`src/rtl/core/bdq_pkg.sv`:
```
`default_nettype none

package bdq_pkg;

	localparam int WORD_W    = 32;
	localparam int CMD_W     = 3;
	localparam int STAT_W    = 2;
	localparam int CNT_OUT_W = 5;
	localparam int DEPTH_DEF = 16;

	typedef enum logic [CMD_W-1:0] {
		CMD_PUSH_LEFT  = 3'd0,
		CMD_PUSH_RIGHT = 3'd1,
		CMD_POP_LEFT   = 3'd2,
		CMD_REMOVE     = 3'd3,
		CMD_MIN        = 3'd4,
		CMD_MAX        = 3'd5
	} cmd_t;

	typedef enum logic [STAT_W-1:0] {
		STAT_OK        = 2'd0,
		STAT_EMPTY     = 2'd1,
		STAT_FULL      = 2'd2,
		STAT_NOT_FOUND = 2'd3
	} stat_t;

	typedef struct packed {
		logic signed [WORD_W-1:0] value;
		stat_t                    status;
		logic [CNT_OUT_W-1:0]     count;
	} bdq_result_t;

endpackage

`default_nettype wire

```
`src/rtl/core/bdq_engine.sv`:
```
`default_nettype none

module bdq_engine import bdq_pkg::*; #(
	parameter int DEPTH = DEPTH_DEF
) (
	input  wire logic                     clk,
	input  wire logic                     arst_n,
	input  wire logic                     start,
	input  wire logic [CMD_W-1:0]         command,
	input  wire logic signed [WORD_W-1:0] value,
	output      logic                     idle,
	input  wire logic                     res_ready,
	output      logic                     res_valid,
	output      bdq_result_t              res
);

	localparam int PTR_W = $clog2(DEPTH);
	localparam int CNT_W = $clog2(DEPTH + 1);

	typedef enum logic [3:0] {
		S_IDLE  = 4'b0001,
		S_SCAN  = 4'b0010,
		S_SHIFT = 4'b0100,
		S_DONE  = 4'b1000
	} state_t;

	state_t                   state_q;
	logic [PTR_W-1:0]         head_q;
	logic [CNT_W-1:0]         count_q;
	logic [CNT_W-1:0]         idx_q;
	cmd_t                     cmd_q;
	logic signed [WORD_W-1:0] val_q;
	logic signed [WORD_W-1:0] res_q;
	stat_t                    stat_q;

	// ring storage, one write and one registered read per cycle
	logic signed [WORD_W-1:0] mem [DEPTH];
	logic signed [WORD_W-1:0] rdata_q;
	logic [PTR_W-1:0]         raddr;
	logic [PTR_W-1:0]         waddr;
	logic signed [WORD_W-1:0] wdata;
	logic                     we;

	logic [CNT_W-1:0]         rd_l;
	logic [PTR_W-1:0]         head_dec;
	logic [PTR_W-1:0]         head_inc;
	logic                     full;
	logic                     empty;
	logic                     is_last;
	logic                     take;
	cmd_t                     cmd_in;

	// logical position -> ring address
	function automatic logic [PTR_W-1:0] phys(input logic [PTR_W-1:0] h,
			input logic [CNT_W-1:0] l);
		logic [CNT_W:0] s;
		s = (CNT_W+1)'(h) + (CNT_W+1)'(l);
		if (s >= (CNT_W+1)'(DEPTH)) begin
			s = s - (CNT_W+1)'(DEPTH);
		end
		return s[PTR_W-1:0];
	endfunction

	assign cmd_in   = cmd_t'(command);
	assign full     = (count_q == CNT_W'(DEPTH));
	assign empty    = (count_q == '0);
	assign is_last  = (idx_q == count_q - CNT_W'(1));
	assign head_dec = (head_q == '0) ? PTR_W'(DEPTH - 1) : head_q - PTR_W'(1);
	assign head_inc = (head_q == PTR_W'(DEPTH - 1)) ? '0 : head_q + PTR_W'(1);

	// read one position ahead of the entry being examined
	assign rd_l  = (state_q == S_IDLE) ? '0 : idx_q + CNT_W'(1);
	assign raddr = phys(head_q, rd_l);

	always_comb begin
		we    = 1'b0;
		waddr = phys(head_q, count_q);
		wdata = value;
		if (state_q == S_IDLE && start && !full) begin
			if (cmd_in == CMD_PUSH_LEFT) begin
				we    = 1'b1;
				waddr = head_dec;
			end else if (cmd_in == CMD_PUSH_RIGHT) begin
				we    = 1'b1;
			end
		end else if (state_q == S_SHIFT) begin
			// entry idx moves down to idx-1
			we    = 1'b1;
			waddr = phys(head_q, idx_q - CNT_W'(1));
			wdata = rdata_q;
		end
	end

	always_ff @(posedge clk) begin
		if (we) begin
			mem[waddr] <= wdata;
		end
		rdata_q <= mem[raddr];
	end

	always_comb begin
		if (idx_q == '0) begin
			take = 1'b1;
		end else if (cmd_q == CMD_MIN) begin
			take = rdata_q < res_q;
		end else begin
			take = res_q < rdata_q;
		end
	end

	always_ff @(posedge clk or negedge arst_n) begin
		if (!arst_n) begin
			state_q <= S_IDLE;
			head_q  <= '0;
			count_q <= '0;
			idx_q   <= '0;
			cmd_q   <= CMD_PUSH_LEFT;
			val_q   <= '0;
			res_q   <= '0;
			stat_q  <= STAT_OK;
		end else begin
			unique case (state_q)
				S_IDLE: begin
					if (start) begin
						cmd_q   <= cmd_in;
						val_q   <= value;
						res_q   <= '0;
						stat_q  <= STAT_OK;
						idx_q   <= '0;
						state_q <= S_DONE;
						unique case (cmd_in)
							CMD_PUSH_LEFT: begin
								if (full) begin
									stat_q <= STAT_FULL;
								end else begin
									head_q  <= head_dec;
									count_q <= count_q + CNT_W'(1);
								end
							end
							CMD_PUSH_RIGHT: begin
								if (full) begin
									stat_q <= STAT_FULL;
								end else begin
									count_q <= count_q + CNT_W'(1);
								end
							end
							CMD_POP_LEFT, CMD_REMOVE, CMD_MIN, CMD_MAX: begin
								if (empty) begin
									stat_q <= STAT_EMPTY;
								end else begin
									state_q <= S_SCAN;
								end
							end
							default: begin
							end
						endcase
					end
				end
				S_SCAN: begin
					case (cmd_q)
						CMD_POP_LEFT: begin
							res_q   <= rdata_q;
							head_q  <= head_inc;
							count_q <= count_q - CNT_W'(1);
							state_q <= S_DONE;
						end
						CMD_REMOVE: begin
							if (rdata_q == val_q) begin
								if (is_last) begin
									count_q <= count_q - CNT_W'(1);
									state_q <= S_DONE;
								end else begin
									idx_q   <= idx_q + CNT_W'(1);
									state_q <= S_SHIFT;
								end
							end else if (is_last) begin
								stat_q  <= STAT_NOT_FOUND;
								state_q <= S_DONE;
							end else begin
								idx_q <= idx_q + CNT_W'(1);
							end
						end
						default: begin
							if (take) begin
								res_q <= rdata_q;
							end
							if (is_last) begin
								state_q <= S_DONE;
							end else begin
								idx_q <= idx_q + CNT_W'(1);
							end
						end
					endcase
				end
				S_SHIFT: begin
					if (is_last) begin
						count_q <= count_q - CNT_W'(1);
						state_q <= S_DONE;
					end else begin
						idx_q <= idx_q + CNT_W'(1);
					end
				end
				S_DONE: begin
					if (res_ready) begin
						state_q <= S_IDLE;
					end
				end
				default: begin
					state_q <= S_IDLE;
				end
			endcase
		end
	end

	assign idle       = (state_q == S_IDLE);
	assign res_valid  = (state_q == S_DONE);
	assign res.value  = res_q;
	assign res.status = stat_q;
	assign res.count  = CNT_OUT_W'(count_q);

endmodule

`default_nettype wire

```
`src/rtl/core/bounded_deque_with_min_max.sv`:
```
// Bounded double-ended list of signed 32-bit values with min/max query.
// Input channel (in_valid/in_ready): one command per transaction, with a
//   value for push and remove. Output channel (out_valid/out_ready): exactly
//   one result per command: value, status and the entry count afterwards.
// Storage is a ring of DEPTH words in a synchronous RAM with a head pointer;
//   pushes write one word, pop reads the head, remove/min/max walk the ring
//   one read per cycle, and remove moves each word past the match down one
//   position in the same walk, so it never takes longer than the scan.
// The engine steps through its states in order: pushes, errors and unused
//   codes go straight to done, pop reads the head first, and min, max and
//   remove on a non-empty list walk every entry, paced by the single RAM
//   read port. One command is in flight at a time; in_ready returns the cycle
//   after the result leaves the engine, so none is taken while one is inside.
// Results land in an output register, so the next command is accepted while
//   a result waits; an engine that finishes while that register is still
//   full holds its result until the receiver takes the pending one.
// Reset (arst_n low) empties the list and clears out_valid; RAM contents
//   are left as they were and are never used before being written.
`default_nettype none

module bounded_deque_with_min_max import bdq_pkg::*; #(
	parameter int DEPTH = DEPTH_DEF
) (
	input  wire logic                     clk,
	input  wire logic                     arst_n,
	input  wire logic                     in_valid,
	output      logic                     in_ready,
	input  wire logic [CMD_W-1:0]         command,
	input  wire logic signed [WORD_W-1:0] value,
	output      logic                     out_valid,
	input  wire logic                     out_ready,
	output      logic signed [WORD_W-1:0] result_value,
	output      logic [STAT_W-1:0]        status,
	output      logic [CNT_OUT_W-1:0]     entry_count
);

	logic        eng_idle;
	logic        eng_valid;
	logic        eng_ready;
	bdq_result_t eng_res;
	logic        out_valid_q;
	bdq_result_t out_q;

	bdq_engine #(
		.DEPTH(DEPTH)
	) u_engine (
		.clk      (clk),
		.arst_n   (arst_n),
		.start    (in_valid && eng_idle),
		.command  (command),
		.value    (value),
		.idle     (eng_idle),
		.res_ready(eng_ready),
		.res_valid(eng_valid),
		.res      (eng_res)
	);

	assign in_ready  = eng_idle;
	// output register is free, or drains this cycle
	assign eng_ready = !out_valid_q || out_ready;

	always_ff @(posedge clk or negedge arst_n) begin
		if (!arst_n) begin
			out_valid_q <= 1'b0;
		end else if (eng_valid && eng_ready) begin
			out_valid_q <= 1'b1;
		end else if (out_ready) begin
			out_valid_q <= 1'b0;
		end
	end

	always_ff @(posedge clk) begin
		if (eng_valid && eng_ready) begin
			out_q <= eng_res;
		end
	end

	assign out_valid    = out_valid_q;
	assign result_value = out_q.value;
	assign status       = out_q.status;
	assign entry_count  = out_q.count;

endmodule

`default_nettype wire
```
`config.mk`:
```
export PLATFORM = sky130hd
export DESIGN_NAME = bounded_deque_with_min_max
export DESIGN_NICKNAME = d
export VERILOG_FILES = /design/src/rtl/core/bdq_pkg.sv /design/src/rtl/core/bdq_engine.sv /design/src/rtl/core/bounded_deque_with_min_max.sv
export SDC_FILE = /design/constraint.sdc
export NUM_CORES = 1
export LEC_CHECK = 0
export ABC_CLOCK_PERIOD_IN_PS = 6500
export BUFFER_PORTS_ARGS = -buffer_cell sky130_fd_sc_hd__clkbuf_2
export CORE_ASPECT_RATIO = 1.2
export CORE_MARGIN = 5
export CORE_UTILIZATION = 50
export DETAILED_ROUTE_END_ITERATION = 6
export PLACE_DENSITY = 0.71
export SYNTH_ARGS = -nofsm -noshare
export SYNTH_HDL_FRONTEND = slang
export SYNTH_SLANG_ARGS = --single-unit
```
`constraint.sdc`:
```
create_clock -name clk -period 6.5 [get_ports clk]
set_input_delay 0.325 -clock clk [delete_from_list [all_inputs] [get_ports clk]]
set_output_delay 0.325 -clock clk [all_outputs]
set_load 0.1 [all_outputs]
```
==> results.md <==
* Yosys cell types at 63
* ANT nets after route at 0
* Slew Limit Fails at 0
* Share of power burned in registers at 34.3%
* I/O Pins at 80
* RSZ-0062 raised after global routing: false
* Worst endpoint required time at 7010 ps
* Worst-case clock buffer depth at 3
* Area of the core at approximately 55000 um2
* Fin nets at 1897
* Cell count after synthesis at approximately 1700
* Placer Congestion at 0.870
* Max frequency at ~230 MHz
* Initial Util at 50.7%
* DIE HEIGHT at 269 um
* Comb pwr share at between 40% and 50%
* Post-synth ARST share at about an eighth
* Setup TNS at 0 ps
* Peak VDD IR at 0.000868 V
* Number of CTS-inserted buffers at 60
* Crit path largest cell delay at 1510 ps
* Syn_nets at 1776
* Final Skew at 28.3 ps
* Period minus WS final at 4320 ps
* First-pass GRT wire length at 99300 um
* Max Cap Violations at 0
* Final Cycle Share at 66.4%
* DRT Pass-1 Iters at 5
* CP max-delay cell: fa_4
* Initial drt markers at 1727
* H-tree depth at 2
* WL met1 at about 26000 um
* Sw power at 5.92 mW
* Clock Latency Late Sink at 640 ps
* Cell Area, Synth at 27900 um2
* Row cnt at 94
* Vias in the first global route at around 16000
* Via count at 15500
* Post-synth EDFFs at 551
* Yosys top cell area share at about three fifths
* Power Density at 531 nW/um2
* Diode count at 0
* Worst path cell trace: or4b_4 > inv_2 > nor2_1 > ha_4 > inv_1 > fa_4 > buf_4 > mux4_2 > mux4_2
* Final Hold Viols at 0
* Post-DP HPWL at 40200 um
* Leakage at 11.1 nW
* Post-DR wirelength/cell at approximately 26 um
* Min-Delay Path Class: input port to register
* Worst setup EP type: register
* Register area at 19400 um2
* Setup Crit Path Kind: register to register
* # setup viols final at 0
* FILL cells at between 4000 and 5000
* PortBufs at just under 80
* Switching share of total power at 35.3%
* Total track usage at 21.8%
* Initial antenna violation count at 0
* DR WL met2 at 33200 um
* Synth top area cells: edfxtp_1, mux4_2, dfrtp_1
* Rel. slew slack at 23.2%
* Status: completed
* Post-CTS setup buffers at 0
* Top sig layer: met4
* Die width at 226 um
* Clock Power Share at about a fifth
* Worst-margin pin slew at 1150 ps
* Maximum number of pins on one net before global-route repair at between 70 and 80
* Clock sinks at 671
* Crit Path Max Fanout at 68
* Die ar. at about 61000 um2
* DRC Markers at 0
* Layout area overhead at 13.2%
* Startpoint Class: register
* Ys flop type: edfxtp_1
* Clock tree from TritonCTS: built
* Arrival time worst endpoint at 4830 ps
* Share of cells above drive strength 1 at a little over a fifth
* Global route overflow at 0
* DP Worst Slack at about 2100 ps
* Drt via density at 6.02
* Int Power at 10.8 mW
* Worst-path clk slew at 60 ps
* Post-layout util at 57.4%
* Worst Setup Slack, final at 2180 ps
* DR WL met3 at 4710 um
* Post-Route WL at 66000 um
* Sequential area share after synthesis at a little over two thirds
* Synthesis-stage register bit count at 671
* Cell mode on critical path: mux4_2
* CTS root buf: clkbuf_16
* Post-Syn Area per Cell at 16.6 um2
* Post-synth top area cell: edfxtp_1
* Syn. warnings at 0
* Multi-input gate area at 8190 um2
==> critical path: cells and delay by family, from the launching register on <==
| kind | cells | cell delay [ps] |
|---|---|---|
| buffers and inverters | 3 | 710 |
| and+or+nand+nor | 2 | 430 |
| muxes | 2 | 860 |
| adders and majority gates | 2 | 1680 |
| DFF | 1 | 480 |
==> Yosys cell counts (all sizes together) (26+ instances only) <==
| cell type | instances |
|---|---|
| inv | 47 |
| ha | 49 |
| o21ai | 26 |
| mux4 | 160 |
| xnor2 | 50 |
| mux2i | 33 |
| nor3 | 42 |
| and3 | 32 |
| clkbuf | 59 |
| dfxtp | 32 |
| a21oi | 89 |
| nor2 | 45 |
| nand2 | 236 |
| edfxtp | 551 |
| dfrtp | 87 |
==> power by group through the flow <==
stage	sequential (mW)	combinational (mW)	clock (mW)
global placement	5.81	7.35	0
detailed placement	5.83	7.51	0
global route	5.80	8.06	3.77
floorplan	5.82	5.68	0
finish	5.75	7.47	3.54
CTS	5.74	7.56	3.58
==> through the flow <==
stage	area, um2	instances	hold WS (ps)	total power [mW]
after CTS	31600	2577	5.71	16.9
after floorplan	27900	1685	29.4	11.5
final	31600	2577	26.9	16.8
after detailed placement	29300	2432	311	13.3
after global routing	31600	2577	43.7	17.6
after global placement	29300	2432	306	13.2
==> kinds of logic (layout without fill, tap and decap cells) <==
| logic type | after synthesis | in the layout | share of synthesized area (%) |
|---|---|---|---|
| multiplexers | 195 | 195 | 14.2 |
| XOR/XNOR | 56 | 56 | 1.76 |
| flip-flops | 671 | 671 | 69.5 |
| AO/OA/AOI/OAI | 158 | 158 | 3.37 |
| buffers and inverters | 131 | 303 | 1.88 |
| adder cells (fa/ha/maj) | 52 | 52 | 2.41 |
| AND/OR/NAND/NOR | 422 | 422 | 6.91 |
==> cell type report <==
type | instances | share of cell area (%)
Sequential cell | 671 | 61.4
Clock buffer | 85 | 5.24
Clock inverter | 28 | 0.963
Inverter | 47 | 0.559
Timing Repair Buffer | 143 | 3.07
Multi-Input combinational cell | 883 | 25.9
Tap cell | 720 | 2.85
==> sequential cells by signal, indices dropped and copies added (netlist names) <==
register / cells
u_engine.stat_q: 2
u_engine.res_q: 32
entry_count: 5
out_valid: 1
result_value: 32
u_engine.state_q: 4
u_engine.mem: 512
u_engine.val_q: 32
u_engine.rdata_q: 32
u_engine.count_q: 5
u_engine.head_q: 4
status: 2
u_engine.idx_q: 5
u_engine.cmd_q: 3
==> path summary, 6_finish.rpt <==
| kind | start | end | slack (ps) | depth (start not counted) |
|---|---|---|---|---|
| setup / recovery | u_engine.state_q[2] | u_engine.rdata_q[25] | 2180 | 9 |
| hold / removal | value[18] | u_engine.val_q[18] | 30 | 3 |
| setup reg to reg | u_engine.state_q[2] | u_engine.rdata_q[25] | 2180 | 9 |
| hold reg to reg | u_engine.stat_q[0] | status[0] | 470 | 0 |
| max in group asynchronous | arst_n | u_engine.res_q[14] | 5180 | 3 |
| min in group asynchronous | arst_n | u_engine.count_q[2] | 180 | 2 |
==> cell usage in the layout (no fill, tap or decap), drive strengths merged, types with 14 or more instances in the layout <==
cell and n:
nand2 236, nand4 16, o21ai 26, nor2 45, clkbuf 163, dfrtp 87, edfxtp 551, nor3 42
mux2i 33, mux4 160, buf 33, a21oi 89, dlygate4sd3 32, dfxtp 32, xnor2 50, and3 32
nand3 14, clkinv 20, inv 48, ha 49
==> routing by layer <==
layer  track usage, %  vias to the layer above
met5                0                        -
met4             6.05                        0
met3             3.08                      106
met2             36.8                      630
met1             30.4                     8036
li1                 -                     6734
==> timing repair <==
action	4_1_cts	5_1_grt
endpoints found under the hold margin	63	0
setup endpoints to repair	0	0
gates resized for setup	0	0
hold buffers	32	0
No activity file was read; power rests on OpenSTA's default activity.
